`config.mk`:
```
export PLATFORM = sky130hd
export DESIGN_NAME = signed_int_to_decimal_ascii
export DESIGN_NICKNAME = d
export VERILOG_FILES = /design/src/rtl/sida_pkg.sv /design/src/rtl/sida_digit.sv /design/src/rtl/sida_serial.sv /design/src/rtl/signed_int_to_decimal_ascii.sv
export VERILOG_INCLUDE_DIRS = /design/src /design/src/rtl
export SDC_FILE = /design/constraint.sdc
export NUM_CORES = 1
export LEC_CHECK = 0
export ABC_AREA = 1
export BUFFER_PORTS_ARGS = -buffer_cell sky130_fd_sc_hd__buf_4
export CAP_MARGIN = 20
export CELL_PAD_IN_SITES_DETAIL_PLACEMENT = 0
export CELL_PAD_IN_SITES_GLOBAL_PLACEMENT = 1
export CORE_UTILIZATION = 30
export CTS_CLUSTER_SIZE = 8
export DETAILED_ROUTE_END_ITERATION = 8
export PLACE_DENSITY_LB_ADDON = 0.1
export SLEW_MARGIN = 20
export SYNTH_ARGS = -nofsm -noshare
export SYNTH_HDL_FRONTEND = slang
export SYNTH_SLANG_ARGS = --single-unit
```
`constraint.sdc`:
```
create_clock -name i_clk -period 8.7 [get_ports i_clk]
set_clock_uncertainty 0.2 [all_clocks]
set_input_delay 1.74 -clock i_clk [delete_from_list [all_inputs] [get_ports i_clk]]
set_output_delay 1.74 -clock i_clk [all_outputs]
set_load 0.01 [all_outputs]
```
`src/rtl/assert_macros.svh`:
```
// Assertion macros used by the output stage (sida_serial) of the decimal text converter.
`ifndef ASSERT_MACROS_SVH
`define ASSERT_MACROS_SVH

// Same-cycle implication, checked on every rising edge of i_clk outside reset.
`define SIDA_ASSERT_NOW(label, ante, cons, msg) \
    label: assert property (@(posedge i_clk) disable iff (!i_rst_n) (ante) |-> (cons)) \
        else $error(msg);

// Next-cycle implication, checked on every rising edge of i_clk outside reset.
`define SIDA_ASSERT_NEXT(label, ante, cons, msg) \
    label: assert property (@(posedge i_clk) disable iff (!i_rst_n) (ante) |=> (cons)) \
        else $error(msg);

`endif

```
`src/rtl/sida_pkg.sv`:
```
// Types and constants shared by the decimal text converter modules.
`default_nettype none

package sida_pkg;

    localparam logic [6:0]  CHAR_ZERO  = 7'd48;
    localparam logic [6:0]  CHAR_MINUS = 7'd45;
    // Reciprocal of ten scaled by 2^19; exact quotient for every 16-bit operand.
    localparam logic [15:0] RECIP_TEN  = 16'd52429;
    localparam int          RECIP_SHIFT = 19;

    // One number in flight: sign, remaining magnitude and the digits found so far.
    // digits[0] is the units digit once all four divide stages have run.
    typedef struct packed {
        logic            neg;
        logic [15:0]     mag;
        logic [3:0][3:0] digits;
    } t_item;

endpackage

`default_nettype wire

```
`src/rtl/sida_digit.sv`:
```
// One pipeline stage that divides the magnitude by ten and records the remainder.
`default_nettype none

module sida_digit (
    input  wire logic          i_clk,
    input  wire logic          i_rst_n,
    input  wire logic          i_valid,
    output logic               o_ready,
    input  sida_pkg::t_item    i_item,
    output logic               o_valid,
    input  wire logic          i_ready,
    output sida_pkg::t_item    o_item
);
    import sida_pkg::*;

    logic        r_valid;
    t_item       r_item;
    t_item       n_item;
    logic [31:0] w_prod;
    logic [15:0] w_quot;
    logic [15:0] w_rem;

    assign o_ready = !r_valid || i_ready;
    assign o_valid = r_valid;
    assign o_item  = r_item;

    always_comb begin
        w_prod = 32'(i_item.mag) * 32'(RECIP_TEN);
        w_quot = 16'(w_prod >> RECIP_SHIFT);
        w_rem  = i_item.mag - ((w_quot << 3) + (w_quot << 1));
        n_item        = i_item;
        n_item.mag    = w_quot;
        // New digit enters at the top; after four stages the units digit sits at index 0.
        n_item.digits = {w_rem[3:0], i_item.digits[3:1]};
    end

    always_ff @(posedge i_clk) begin
        if (!i_rst_n) begin
            r_valid <= 1'b0;
        end else if (o_ready) begin
            r_valid <= i_valid;
        end
    end

    always_ff @(posedge i_clk) begin
        if (o_ready && i_valid) begin
            r_item <= n_item;
        end
    end

endmodule

`default_nettype wire

```
`src/rtl/sida_serial.sv`:
```
// Output stage that sends the sign and the significant digits one character per request.
`default_nettype none

`include "assert_macros.svh"

module sida_serial (
    input  wire logic          i_clk,
    input  wire logic          i_rst_n,
    input  wire logic          i_valid,
    output logic               o_ready,
    input  sida_pkg::t_item    i_item,
    output logic               o_tvalid,
    input  wire logic          i_tready,
    output logic [6:0]         o_tdata,   // character
    output logic               o_tlast
);
    import sida_pkg::*;

    logic            r_busy;
    logic            r_minus;
    logic [2:0]      r_idx;
    logic [4:0][3:0] r_digits;
    logic [4:0][3:0] n_digits;
    logic [2:0]      n_idx;
    logic            w_last;
    logic            w_fire;
    logic            w_load;
    logic [3:0]      w_digit;

    assign w_last   = !r_minus && (r_idx == 3'd0);
    assign w_fire   = r_busy && i_tready;
    assign o_ready  = !r_busy || (i_tready && w_last);
    assign w_load   = i_valid && o_ready;
    assign w_digit  = r_digits[r_idx];
    assign o_tvalid = r_busy;
    assign o_tdata  = r_minus ? CHAR_MINUS : (CHAR_ZERO + 7'(w_digit));
    assign o_tlast  = w_last;

    always_comb begin
        // After the last divide the remaining quotient is the top digit, below ten.
        n_digits = {i_item.mag[3:0], i_item.digits};
        if (n_digits[4] != 4'd0) begin
            n_idx = 3'd4;
        end else if (n_digits[3] != 4'd0) begin
            n_idx = 3'd3;
        end else if (n_digits[2] != 4'd0) begin
            n_idx = 3'd2;
        end else if (n_digits[1] != 4'd0) begin
            n_idx = 3'd1;
        end else begin
            n_idx = 3'd0;
        end
    end

    always_ff @(posedge i_clk) begin
        if (!i_rst_n) begin
            r_busy  <= 1'b0;
            r_minus <= 1'b0;
            r_idx   <= 3'd0;
        end else if (w_load) begin
            r_busy  <= 1'b1;
            r_minus <= i_item.neg;
            r_idx   <= n_idx;
        end else if (w_fire) begin
            if (r_minus) begin
                r_minus <= 1'b0;
            end else if (r_idx == 3'd0) begin
                r_busy <= 1'b0;
            end else begin
                r_idx <= r_idx - 3'd1;
            end
        end
    end

    always_ff @(posedge i_clk) begin
        if (w_load) begin
            r_digits <= n_digits;
        end
    end

    `SIDA_ASSERT_NOW(a_load_when_free, w_load, !r_busy || (w_fire && w_last), "load over pending text")
    `SIDA_ASSERT_NOW(a_digit_range, r_busy && !r_minus, w_digit <= 4'd9, "digit out of range")
    `SIDA_ASSERT_NEXT(a_minus_then_digit, w_fire && r_minus, r_busy && !r_minus, "sign not followed by digit")

endmodule

`default_nettype wire

```
`src/rtl/signed_int_to_decimal_ascii.sv`:
```
// Top level: a signed 16-bit value in, its decimal ASCII text out one character per request.
// A value goes through a sign stage, four divide-by-ten stages (one 16x16 reciprocal
// multiply each) and an output stage, registered in that order, after which its
// characters are offered on the output. Characters leave at one per cycle while
// tready is high, most significant first, with a leading '-' for negative values and
// tlast on the final digit; a value therefore yields one to six characters, six for
// -10000 down to -32768, and the output port sets the sustained rate. The pipeline
// holds several values at once, and its occupied stages stall while the downstream
// side holds tready low.
`default_nettype none

module signed_int_to_decimal_ascii (
    input  wire logic        i_clk,
    input  wire logic        i_rst_n,
    input  wire logic        s_axis_tvalid,
    output logic             s_axis_tready,
    input  wire logic [15:0] s_axis_tdata,   // value
    output logic             m_axis_tvalid,
    input  wire logic        m_axis_tready,
    output logic [7:0]       m_axis_tdata,   // character, zero pad
    output logic             m_axis_tlast    // last_char
);
    import sida_pkg::*;

    localparam int NUM_DIV = 4;

    logic  r_s0_valid;
    t_item r_s0_item;
    t_item n_s0_item;

    logic  [NUM_DIV:0] w_valid;
    logic  [NUM_DIV:0] w_ready;
    t_item [NUM_DIV:0] w_item;

    logic [6:0] w_char;

    always_comb begin
        n_s0_item.neg    = s_axis_tdata[15];
        n_s0_item.mag    = s_axis_tdata[15] ? (~s_axis_tdata + 16'd1) : s_axis_tdata;
        n_s0_item.digits = '0;
    end

    assign s_axis_tready = !r_s0_valid || w_ready[0];

    always_ff @(posedge i_clk) begin
        if (!i_rst_n) begin
            r_s0_valid <= 1'b0;
        end else if (s_axis_tready) begin
            r_s0_valid <= s_axis_tvalid;
        end
    end

    always_ff @(posedge i_clk) begin
        if (s_axis_tready && s_axis_tvalid) begin
            r_s0_item <= n_s0_item;
        end
    end

    assign w_valid[0] = r_s0_valid;
    assign w_item[0]  = r_s0_item;

    for (genvar g = 0; g < NUM_DIV; g++) begin : g_div
        sida_digit u_digit (
            .i_clk   (i_clk),
            .i_rst_n (i_rst_n),
            .i_valid (w_valid[g]),
            .o_ready (w_ready[g]),
            .i_item  (w_item[g]),
            .o_valid (w_valid[g+1]),
            .i_ready (w_ready[g+1]),
            .o_item  (w_item[g+1])
        );
    end

    sida_serial u_serial (
        .i_clk    (i_clk),
        .i_rst_n  (i_rst_n),
        .i_valid  (w_valid[NUM_DIV]),
        .o_ready  (w_ready[NUM_DIV]),
        .i_item   (w_item[NUM_DIV]),
        .o_tvalid (m_axis_tvalid),
        .i_tready (m_axis_tready),
        .o_tdata  (w_char),
        .o_tlast  (m_axis_tlast)
    );

    assign m_axis_tdata = {1'b0, w_char};

endmodule

`default_nettype wire
```
==> run summary, run 1 <==
The vertical die dimension is 237 um, and the fraction of layout cells with a size suffix above 1 is 0.0561. Async set-reset flop share out of synthesis: 0. Setup repair after global routing left no endpoint under its margin. Fill cells in the final layout number 5647. The share of the synthesized area in compound gates (AO/OA/AOI/OAI) was 0.0627; the flip-flop and latch count after synthesis was 125.

The tool flagged a number of max-cap violations equal to 0. On the critical path, the stage with the largest delay is an instance of sky130_fd_sc_hd__fa_1. The kind of start point of the critical path is a register. The clock-pin slew of the registers on the worst-case setup and hold paths was 70 ps.

The detailed router used layers up to and including met4. At the worst endpoint, the required time is 8690 ps. The kind of path behind the tightest hold check is register to register. The core region is 54200 um2. The portion of synthesized cell area occupied by the leading cell type is 0.256. The detailed-router iteration count before antenna repair came out at 4.

The floorplan step set the die width to 237 um. The area growth from synthesis to layout is 9.91%. The type of the worst setup path was register to register. For this run, design rule violations remaining after detail routing come to 0.

Setup violations remaining at the end of the flow were counted as 0. TritonCTS built the clock tree. Clock latency on the worst-skew pair, taken at its later pin, is 430 ps. Sorting the synthesized cells by how often they occur yields sky130_fd_sc_hd__inv_1, sky130_fd_sc_hd__ha_1, sky130_fd_sc_hd__nand2_1, sky130_fd_sc_hd__fa_1, sky130_fd_sc_hd__edfxtp_1.

The starting density of the core is 0.306. The arithmetic-cell share of the synthesized area counting full adders, half adders and majority gates is 0.459, and the final hold slack is 211 ps. The number of hold violations in the final report was 0; the met3 layer wire length in the routed design was 699 um.

After detailed routing, the wire length on met1 is 20000 um. The root buffer cell chosen for the clock tree is sky130_fd_sc_hd__clkbuf_16. The largest single stage delay on the critical path is 550 ps. The number of antenna diodes in the final layout is 0. The logs give 0 for the remaining global-route overflow and 24 for the largest net degree at the start of global routing.

The share of synthesized cell area in and, or, nand and nor gates is 0.116, and the area of the die is 56300 um2. The total CTS buffers is 17, and the number of enable flip-flop cells after synthesis is 115. The synthesized netlist contains 49 unique library cells. The run finished with clean final reports.

By area, the combinational part of the netlist is dominated by adder cells. The number of primary I/O pins came out at 31. The clock tree synthesis step divided the H-tree into 4 levels. Along the worst path, the maximum fanout reaches 6. The number of pins exceeding their max-slew limit in the final report was 0; the number of cell rows was 85. The count of nets left with antenna violations once routing finished came out at 0. The first global-routing pass estimated 65400 um of wire. The per-cell routed wire length is 16.0 um, and the worst max-slew margin expressed relative to the limit is 0.437. The nature of the critical path endpoint was a register. The clock passes through at most 2 buffers. In the post-synthesis netlist, the biggest area contributors are sky130_fd_sc_hd__ha_1, sky130_fd_sc_hd__edfxtp_1, sky130_fd_sc_hd__fa_1. The overall fraction of global-route tracks in use is 0.151.

The fraction of synthesized cell area in xor and xnor cells came out at 0.0360. The cell with the most instances after synthesis was sky130_fd_sc_hd__inv_1. The total clock sinks was 125.

The routed layout has 11260 vias. After synthesis, the mean cell area works out to 9.34 um2. The synthesized design spends more area on one cell type than any other, namely sky130_fd_sc_hd__ha_1. After detailed routing, the number of vias per cell comes to 4.45. After routing the design area is 18300 um2. Gates resized during post-CTS repair numbered 0.

The logs give 0 for the setup fix buffers added after clock tree synthesis and 40400 um for the final wirelength. Routability-driven placement finished with a final weighted congestion of 0.839. Across the whole layout, storage elements account for 3650 um2. The tools report the number of buffers inserted for hold repair after clock tree synthesis as 0. For the pin with the worst max-slew slack, the measured transition is 844 ps. Achievable clock frequency: 161 MHz.

Once placement finished, the instance area stood at 17700 um2. The share of the core filled with cells came out at 0.337. Adding up every negative setup slack in the final design gives 0 ps. Buffers placed on the I/O ports in this run total 27.

The initial antenna violation count came out at 0. The multi-input combinational cells in the finished layout cover a total of 11200 um2. For the total of warnings raised by yosys, the log shows 0. In the synthesized netlist the dominant register cell turns out to be sky130_fd_sc_hd__edfxtp_1. Subtracting the final worst setup slack from the clock period gives 6210 ps. The first-iteration detailed-routing DRC count was 376; the gate count of the mapped netlist was 1779.

Once detailed placement completed, the half-perimeter wirelength came to 36200 um. Cell repeated most along the worst path: sky130_fd_sc_hd__nand2_1. Final clock period utilization by the worst path: 0.714.

After the last flow step, the layout net total stands at 2351. Data on the critical path arrives at its endpoint at 6200 ps. Summed over all nets, wire length on met2 after detailed routing comes to 19300 um. The logs give 11785 for the number of global-route vias before repair and 16600 um2 for the cell area after technology mapping.

The sequential area share after synthesis is 0.220, and the multiplexer fraction of the synthesized cell area is 0.
[per-layer routing]
layer | track usage | up-vias
met5 | 0 | -
li1 | - | 5779
met3 | 0.0172 | 21
met2 | 0.249 | 84
met4 | 0.0311 | 0
met1 | 0.212 | 5376
[worst max-delay path: cells and delay by family (launching register included)]
kind,cells,cell delay (ps)
flops,1,520
fa+ha+maj,8,3780
simple gates,9,860
xor+xnor,1,150
compound gates,1,140
buf+inv,6,290
[final timing paths]
check	from	end	slack (ps)	depth (start not counted)
min	g_div[1].u_digit.o_item[32]$_DFFE_PP_	g_div[2].u_digit.o_item[32]$_DFFE_PP_	210	0
min reg2reg	g_div[1].u_digit.o_item[32]$_DFFE_PP_	g_div[2].u_digit.o_item[32]$_DFFE_PP_	210	0
max reg2reg	r_s0_item[20]$_DFFE_PP_	g_div[0].u_digit.o_item[15]$_DFFE_PP_	2490	25
max	r_s0_item[20]$_DFFE_PP_	g_div[0].u_digit.o_item[15]$_DFFE_PP_	2490	25
[stage by stage]
stage / instances / setup WS, ps
final: 2532 / 2490
after detailed placement: 2500 / 2480
after global placement: 2500 / 2510
after global routing: 2532 / 2150
after floorplan: 1780 / 2960
after CTS: 2532 / 2450
[layout make-up]
| class | count | share of cell area |
|---|---|---|
| clock buffers | 17 | 0.0233 |
| repair buffers | 29 | 0.0119 |
| inverters | 462 | 0.0950 |
| flip-flops and latches | 125 | 0.200 |
| clock inverters | 15 | 0.00850 |
| multi-input cells | 1188 | 0.614 |
| well taps | 696 | 0.0477 |
[cells by family (layout without fill, tap and decap cells)]
logic type / after synthesis / in the layout
AOI/OAI and AO/OA: 184 / 184
xor gates and xnor gates: 65 / 65
adders and majority gates: 508 / 508
buffers and inverters: 467 / 523
DFF: 125 / 125
other: 2 / 3
and+or+nand+nor: 428 / 428
[cells in the final DEF (no fill, tap or decap), types with 3 or more instances in the layout]
cell type and n:
sky130_fd_sc_hd__nand3_1 59, sky130_fd_sc_hd__nand3b_1 3, sky130_fd_sc_hd__nor3_1 14, sky130_fd_sc_hd__nand2_1 208, sky130_fd_sc_hd__nor2_1 86, sky130_fd_sc_hd__buf_4 29
sky130_fd_sc_hd__o21ai_0 46, sky130_fd_sc_hd__a31oi_1 5, sky130_fd_sc_hd__inv_8 5, sky130_fd_sc_hd__nor2_4 3, sky130_fd_sc_hd__a21o_1 9, sky130_fd_sc_hd__conb_1 3
sky130_fd_sc_hd__a21oi_2 3, sky130_fd_sc_hd__nand2_2 13, sky130_fd_sc_hd__o22ai_1 4, sky130_fd_sc_hd__inv_1 457, sky130_fd_sc_hd__o31ai_1 3, sky130_fd_sc_hd__nand4_1 10
sky130_fd_sc_hd__nand2_4 5, sky130_fd_sc_hd__edfxtp_1 115, sky130_fd_sc_hd__nor2_2 4, sky130_fd_sc_hd__clkbuf_16 17, sky130_fd_sc_hd__nor4_1 4, sky130_fd_sc_hd__and2_1 3
sky130_fd_sc_hd__clkinv_4 3, sky130_fd_sc_hd__inv_2 3, sky130_fd_sc_hd__o221ai_1 4, sky130_fd_sc_hd__o21a_1 6, sky130_fd_sc_hd__a211oi_1 4, sky130_fd_sc_hd__fa_1 168
sky130_fd_sc_hd__or2_2 5, sky130_fd_sc_hd__xnor2_1 22, sky130_fd_sc_hd__and3_1 3, sky130_fd_sc_hd__o21bai_1 6, sky130_fd_sc_hd__a21oi_1 91, sky130_fd_sc_hd__dfxtp_1 10
sky130_fd_sc_hd__ha_1 340, sky130_fd_sc_hd__xor2_1 41
[sequential cells by signal (all words and copies together), names as in the netlist]
name / flops
u_serial.r_idx: 3
g_div.u_digit.o_valid: 4
r_s0_item: 17
r_s0_valid: 1
u_serial.r_minus: 1
g_div.u_digit.o_item: 78
u_serial.r_digits: 20
u_serial.o_tvalid: 1
Power of run 1 is left out: the tool's default activity adds up to more than one toggle a clock period on the data nets, which glitch-free logic cannot reach.
==> inputs of run 2 (changes only) <==
==> constraint.sdc (replaced) <==
create_clock -name i_clk -period 5.1 [get_ports i_clk]
set_clock_uncertainty 0.2 [all_clocks]
set_input_delay 1.02 -clock i_clk [delete_from_list [all_inputs] [get_ports i_clk]]
set_output_delay 1.02 -clock i_clk [all_outputs]
set_load 0.01 [all_outputs]
==> run 2 against run 1 <==
The run now ends with negative setup slack left. Critical path depth is 1 higher. Cell count is 10% higher. Flip-flop and latch count stayed put. Die area stayed put. Count of clock-buffer cells in the layout stayed put. Worst hold slack better by 2.8 ps. Maximum frequency is 14% higher. Routed wire length is 5.4% higher. First-iteration DRC count is 0.53% lower. Critical path type unchanged. Largest cell class unchanged.
==> run summary, run 2 (same netlist as run 1, synthesis figures left out) <==
The H-tree depth reported by CTS is 4 (unchanged), and the clock-pin slew of the registers on the worst-case setup and hold paths is 60 ps (about the same). Slew of the pin with the lowest slew margin: 876 ps (+31.9 ps). The most common library cell in the layout ignoring fill and taps was sky130_fd_sc_hd__inv_1. The number of port buffers works out to 27 (unchanged).

The worst setup path is of the register to register kind. The first-iteration detailed-routing DRC count is 374 (-0.53%), and the final clock period utilization by the worst path is 1.07 (+0.358). The tools report the number of buffers inserted for hold repair after clock tree synthesis as 0 (unchanged).

Kind of path behind the tightest hold check: register to register. The vertical die dimension came out at 237 um (unchanged). The tools report the area of the die as 56300 um2 (unchanged). The final RePlAce weighted congestion came out at 0.820 (-2.3%).

The run gives 4 (unchanged) as the detailed-router iteration count before antenna repair. The flow ran to the end, but the final reports show violations. The logs give 0.306 (unchanged) for the starting density of the core and 17 (unchanged) for the total CTS buffers. Core region area: 54200 um2 (unchanged).

The x dimension of the die is 237 um (unchanged). The final reports fail on negative setup slack. The most utilized layer in the global route result is met2. Arrival time at the worst endpoint: 5460 ps (-740 ps). The maximum fanout along the worst path was 2 (-4). The met2 track demand over resource came out at 0.270 (+0.0207). The run gives 85 (unchanged) as the number of cell rows. The footprint of the multi-input gates is 12400 um2 (+11%). The tools report the nature of the critical path endpoint as a register. The run gives 0 (unchanged) as the initial antenna violation count. The run gives 69100 um (+5.7%) as the first-pass GRT wire length. The number of cells in the finished layout apart from fillers is 2797 (+10%). The clock period minus final worst setup slack was 5470 ps (-745 ps). The startpoint identified for the worst hold timing path is g_div[0].u_digit.o_item[12]$_DFFE_PP_. The number of filler instances in the final layout was 5490 (-2.8%); the total negative slack for setup checks was -2110 ps (-2110 ps).

The overall fraction of global-route tracks in use was 0.158 (+0.00764). The required time of the worst setup path was 5100 ps (-3590 ps). The number of instances in the placed design is 2724 (+9.0%). The tools report the clock root buffer as sky130_fd_sc_hd__clkbuf_16. The final wirelength is 42600 um (+5.4%), and the number of routed nets with antenna violations is 0 (unchanged).

The run gives 125 (unchanged) as the total clock sinks. The tools report the latest clock arrival within the worst-skew pair as 450 ps (+20 ps). The total setup violations reported at the end of the flow is 14 (+14).

The per-cell routed wire length was 15.2 um (-4.6%); the estimated wirelength of the detail-placed design was 37700 um (+4.3%). Setup repair after global routing could not meet its margin everywhere. The tools report the start point of the critical path as g_div[0].u_digit.o_item[28]$_DFFE_PP_.

The remaining global-route overflow came out at 0 (unchanged). The worst setup path is launched from a register. Startpoint of the worst-slack reg-to-reg timing path: g_div[0].u_digit.o_item[28]$_DFFE_PP_. The number of pins exceeding their max-slew limit in the final report is 0 (unchanged), and the final worst slack is -365 ps (-2850 ps). The run gives 0 (unchanged) as the remaining routing DRC violations. The detailed-route via count is 12317 (+9.4%). Number of primary I/O pins: 31 (unchanged). Largest net degree at the start of global routing: 24 (unchanged).

Fraction of layout cells with a size suffix above 1: 0.273 (+0.217). The logs give 183 MHz (+14%) for the achievable clock frequency and 2616 (+11%) for the post-layout net count. The deepest clock path buffer count was 2 (unchanged); the antenna diode count was 0 (unchanged). The global routing met1 resource utilization was 0.215 (+0.00365); the worst max-slew margin expressed relative to the limit was 0.416 (-0.0213).

TritonCTS built the clock tree. The global routing usage on met3 came out at 0.0207 (+0.00348). Per-cell via count in the routed design: 4.40 (-0.98%).

The run gives 13083 (+11%) as the number of global-route vias before repair. The tools report the sequential cell area as 3650 um2 (unchanged). The total of max-cap violations is 0 (unchanged), and the flip-flop count of the largest register after layout is 78 (unchanged).

The area growth from synthesis to final layout was 29.8%. The number of hold violations in the final report came out at 0 (unchanged). Leaving out fill and tap cells, the most frequent cells in the layout are sky130_fd_sc_hd__inv_1, sky130_fd_sc_hd__ha_1, sky130_fd_sc_hd__buf_4, sky130_fd_sc_hd__nand2_1, sky130_fd_sc_hd__fa_1.
[run 2: stage by stage]
step,hold slack (ps),setup slack [ps],cell area [um2],util
after floorplan,200,-236,16900,-
final,214,-365,21600,0.398
after global placement,204,-681,19600,0.362
after CTS,218,-429,21000,0.386
after detailed placement,205,-653,19600,0.362
after global routing,227,-628,21600,0.398
[run 2: cell type report]
| cell class | count | area share |
|---|---|---|
| tap | 696 | 0.0404 |
| multi-input combinational | 1188 | 0.576 |
| clock inverter | 15 | 0.00806 |
| inverter | 462 | 0.0806 |
| timing repair buffer | 294 | 0.106 |
| clock buffer | 17 | 0.0197 |
| sequential | 125 | 0.169 |
[run 2: critical path: stages, from the launching register on]
cell and delay (ps):
sky130_fd_sc_hd__edfxtp_1 440, sky130_fd_sc_hd__ha_4 290, sky130_fd_sc_hd__inv_2 40, sky130_fd_sc_hd__fa_1 580
sky130_fd_sc_hd__inv_2 60, sky130_fd_sc_hd__fa_1 490, sky130_fd_sc_hd__inv_2 40, sky130_fd_sc_hd__fa_1 490
sky130_fd_sc_hd__inv_2 40, sky130_fd_sc_hd__fa_1 520, sky130_fd_sc_hd__inv_2 50, sky130_fd_sc_hd__ha_4 260
sky130_fd_sc_hd__nand2_2 50, sky130_fd_sc_hd__nor2_1 80, sky130_fd_sc_hd__inv_1 50, sky130_fd_sc_hd__or3_1 320
sky130_fd_sc_hd__o21bai_2 180, sky130_fd_sc_hd__xor2_2 270, sky130_fd_sc_hd__ha_4 190, sky130_fd_sc_hd__xnor2_2 120
sky130_fd_sc_hd__inv_1 60, sky130_fd_sc_hd__nand3_1 80, sky130_fd_sc_hd__nand2_1 80, sky130_fd_sc_hd__inv_1 60
sky130_fd_sc_hd__nand2_1 60, sky130_fd_sc_hd__nand3_1 70, sky130_fd_sc_hd__nand2_1 50
[run 2: layer usage]
metal / part of all wire / up-vias
li1: - / 6307
met1: 0.48 / 5902
met2: 0.49 / 86
met3: 0.020 / 22
met4: 0.0088 / 0
met5: 0 / -
[run 2: what timing repair did]
item                       4_1_cts  5_1_grt
setup buffers                   24       20
setup endpoints to repair       21       28
gates resized for setup        118      123
pin swaps                       65       82
[run 2: final timing paths]
check / slack [ps] / cells after the start / end
max: -370 / 26 / g_div[1].u_digit.o_item[15]$_DFFE_PP_
max reg2reg: -370 / 26 / g_div[1].u_digit.o_item[15]$_DFFE_PP_
min reg2reg: 210 / 0 / g_div[1].u_digit.o_item[8]$_DFFE_PP_
min: 210 / 0 / g_div[1].u_digit.o_item[8]$_DFFE_PP_
Power of run 2 is left out for the same reason.
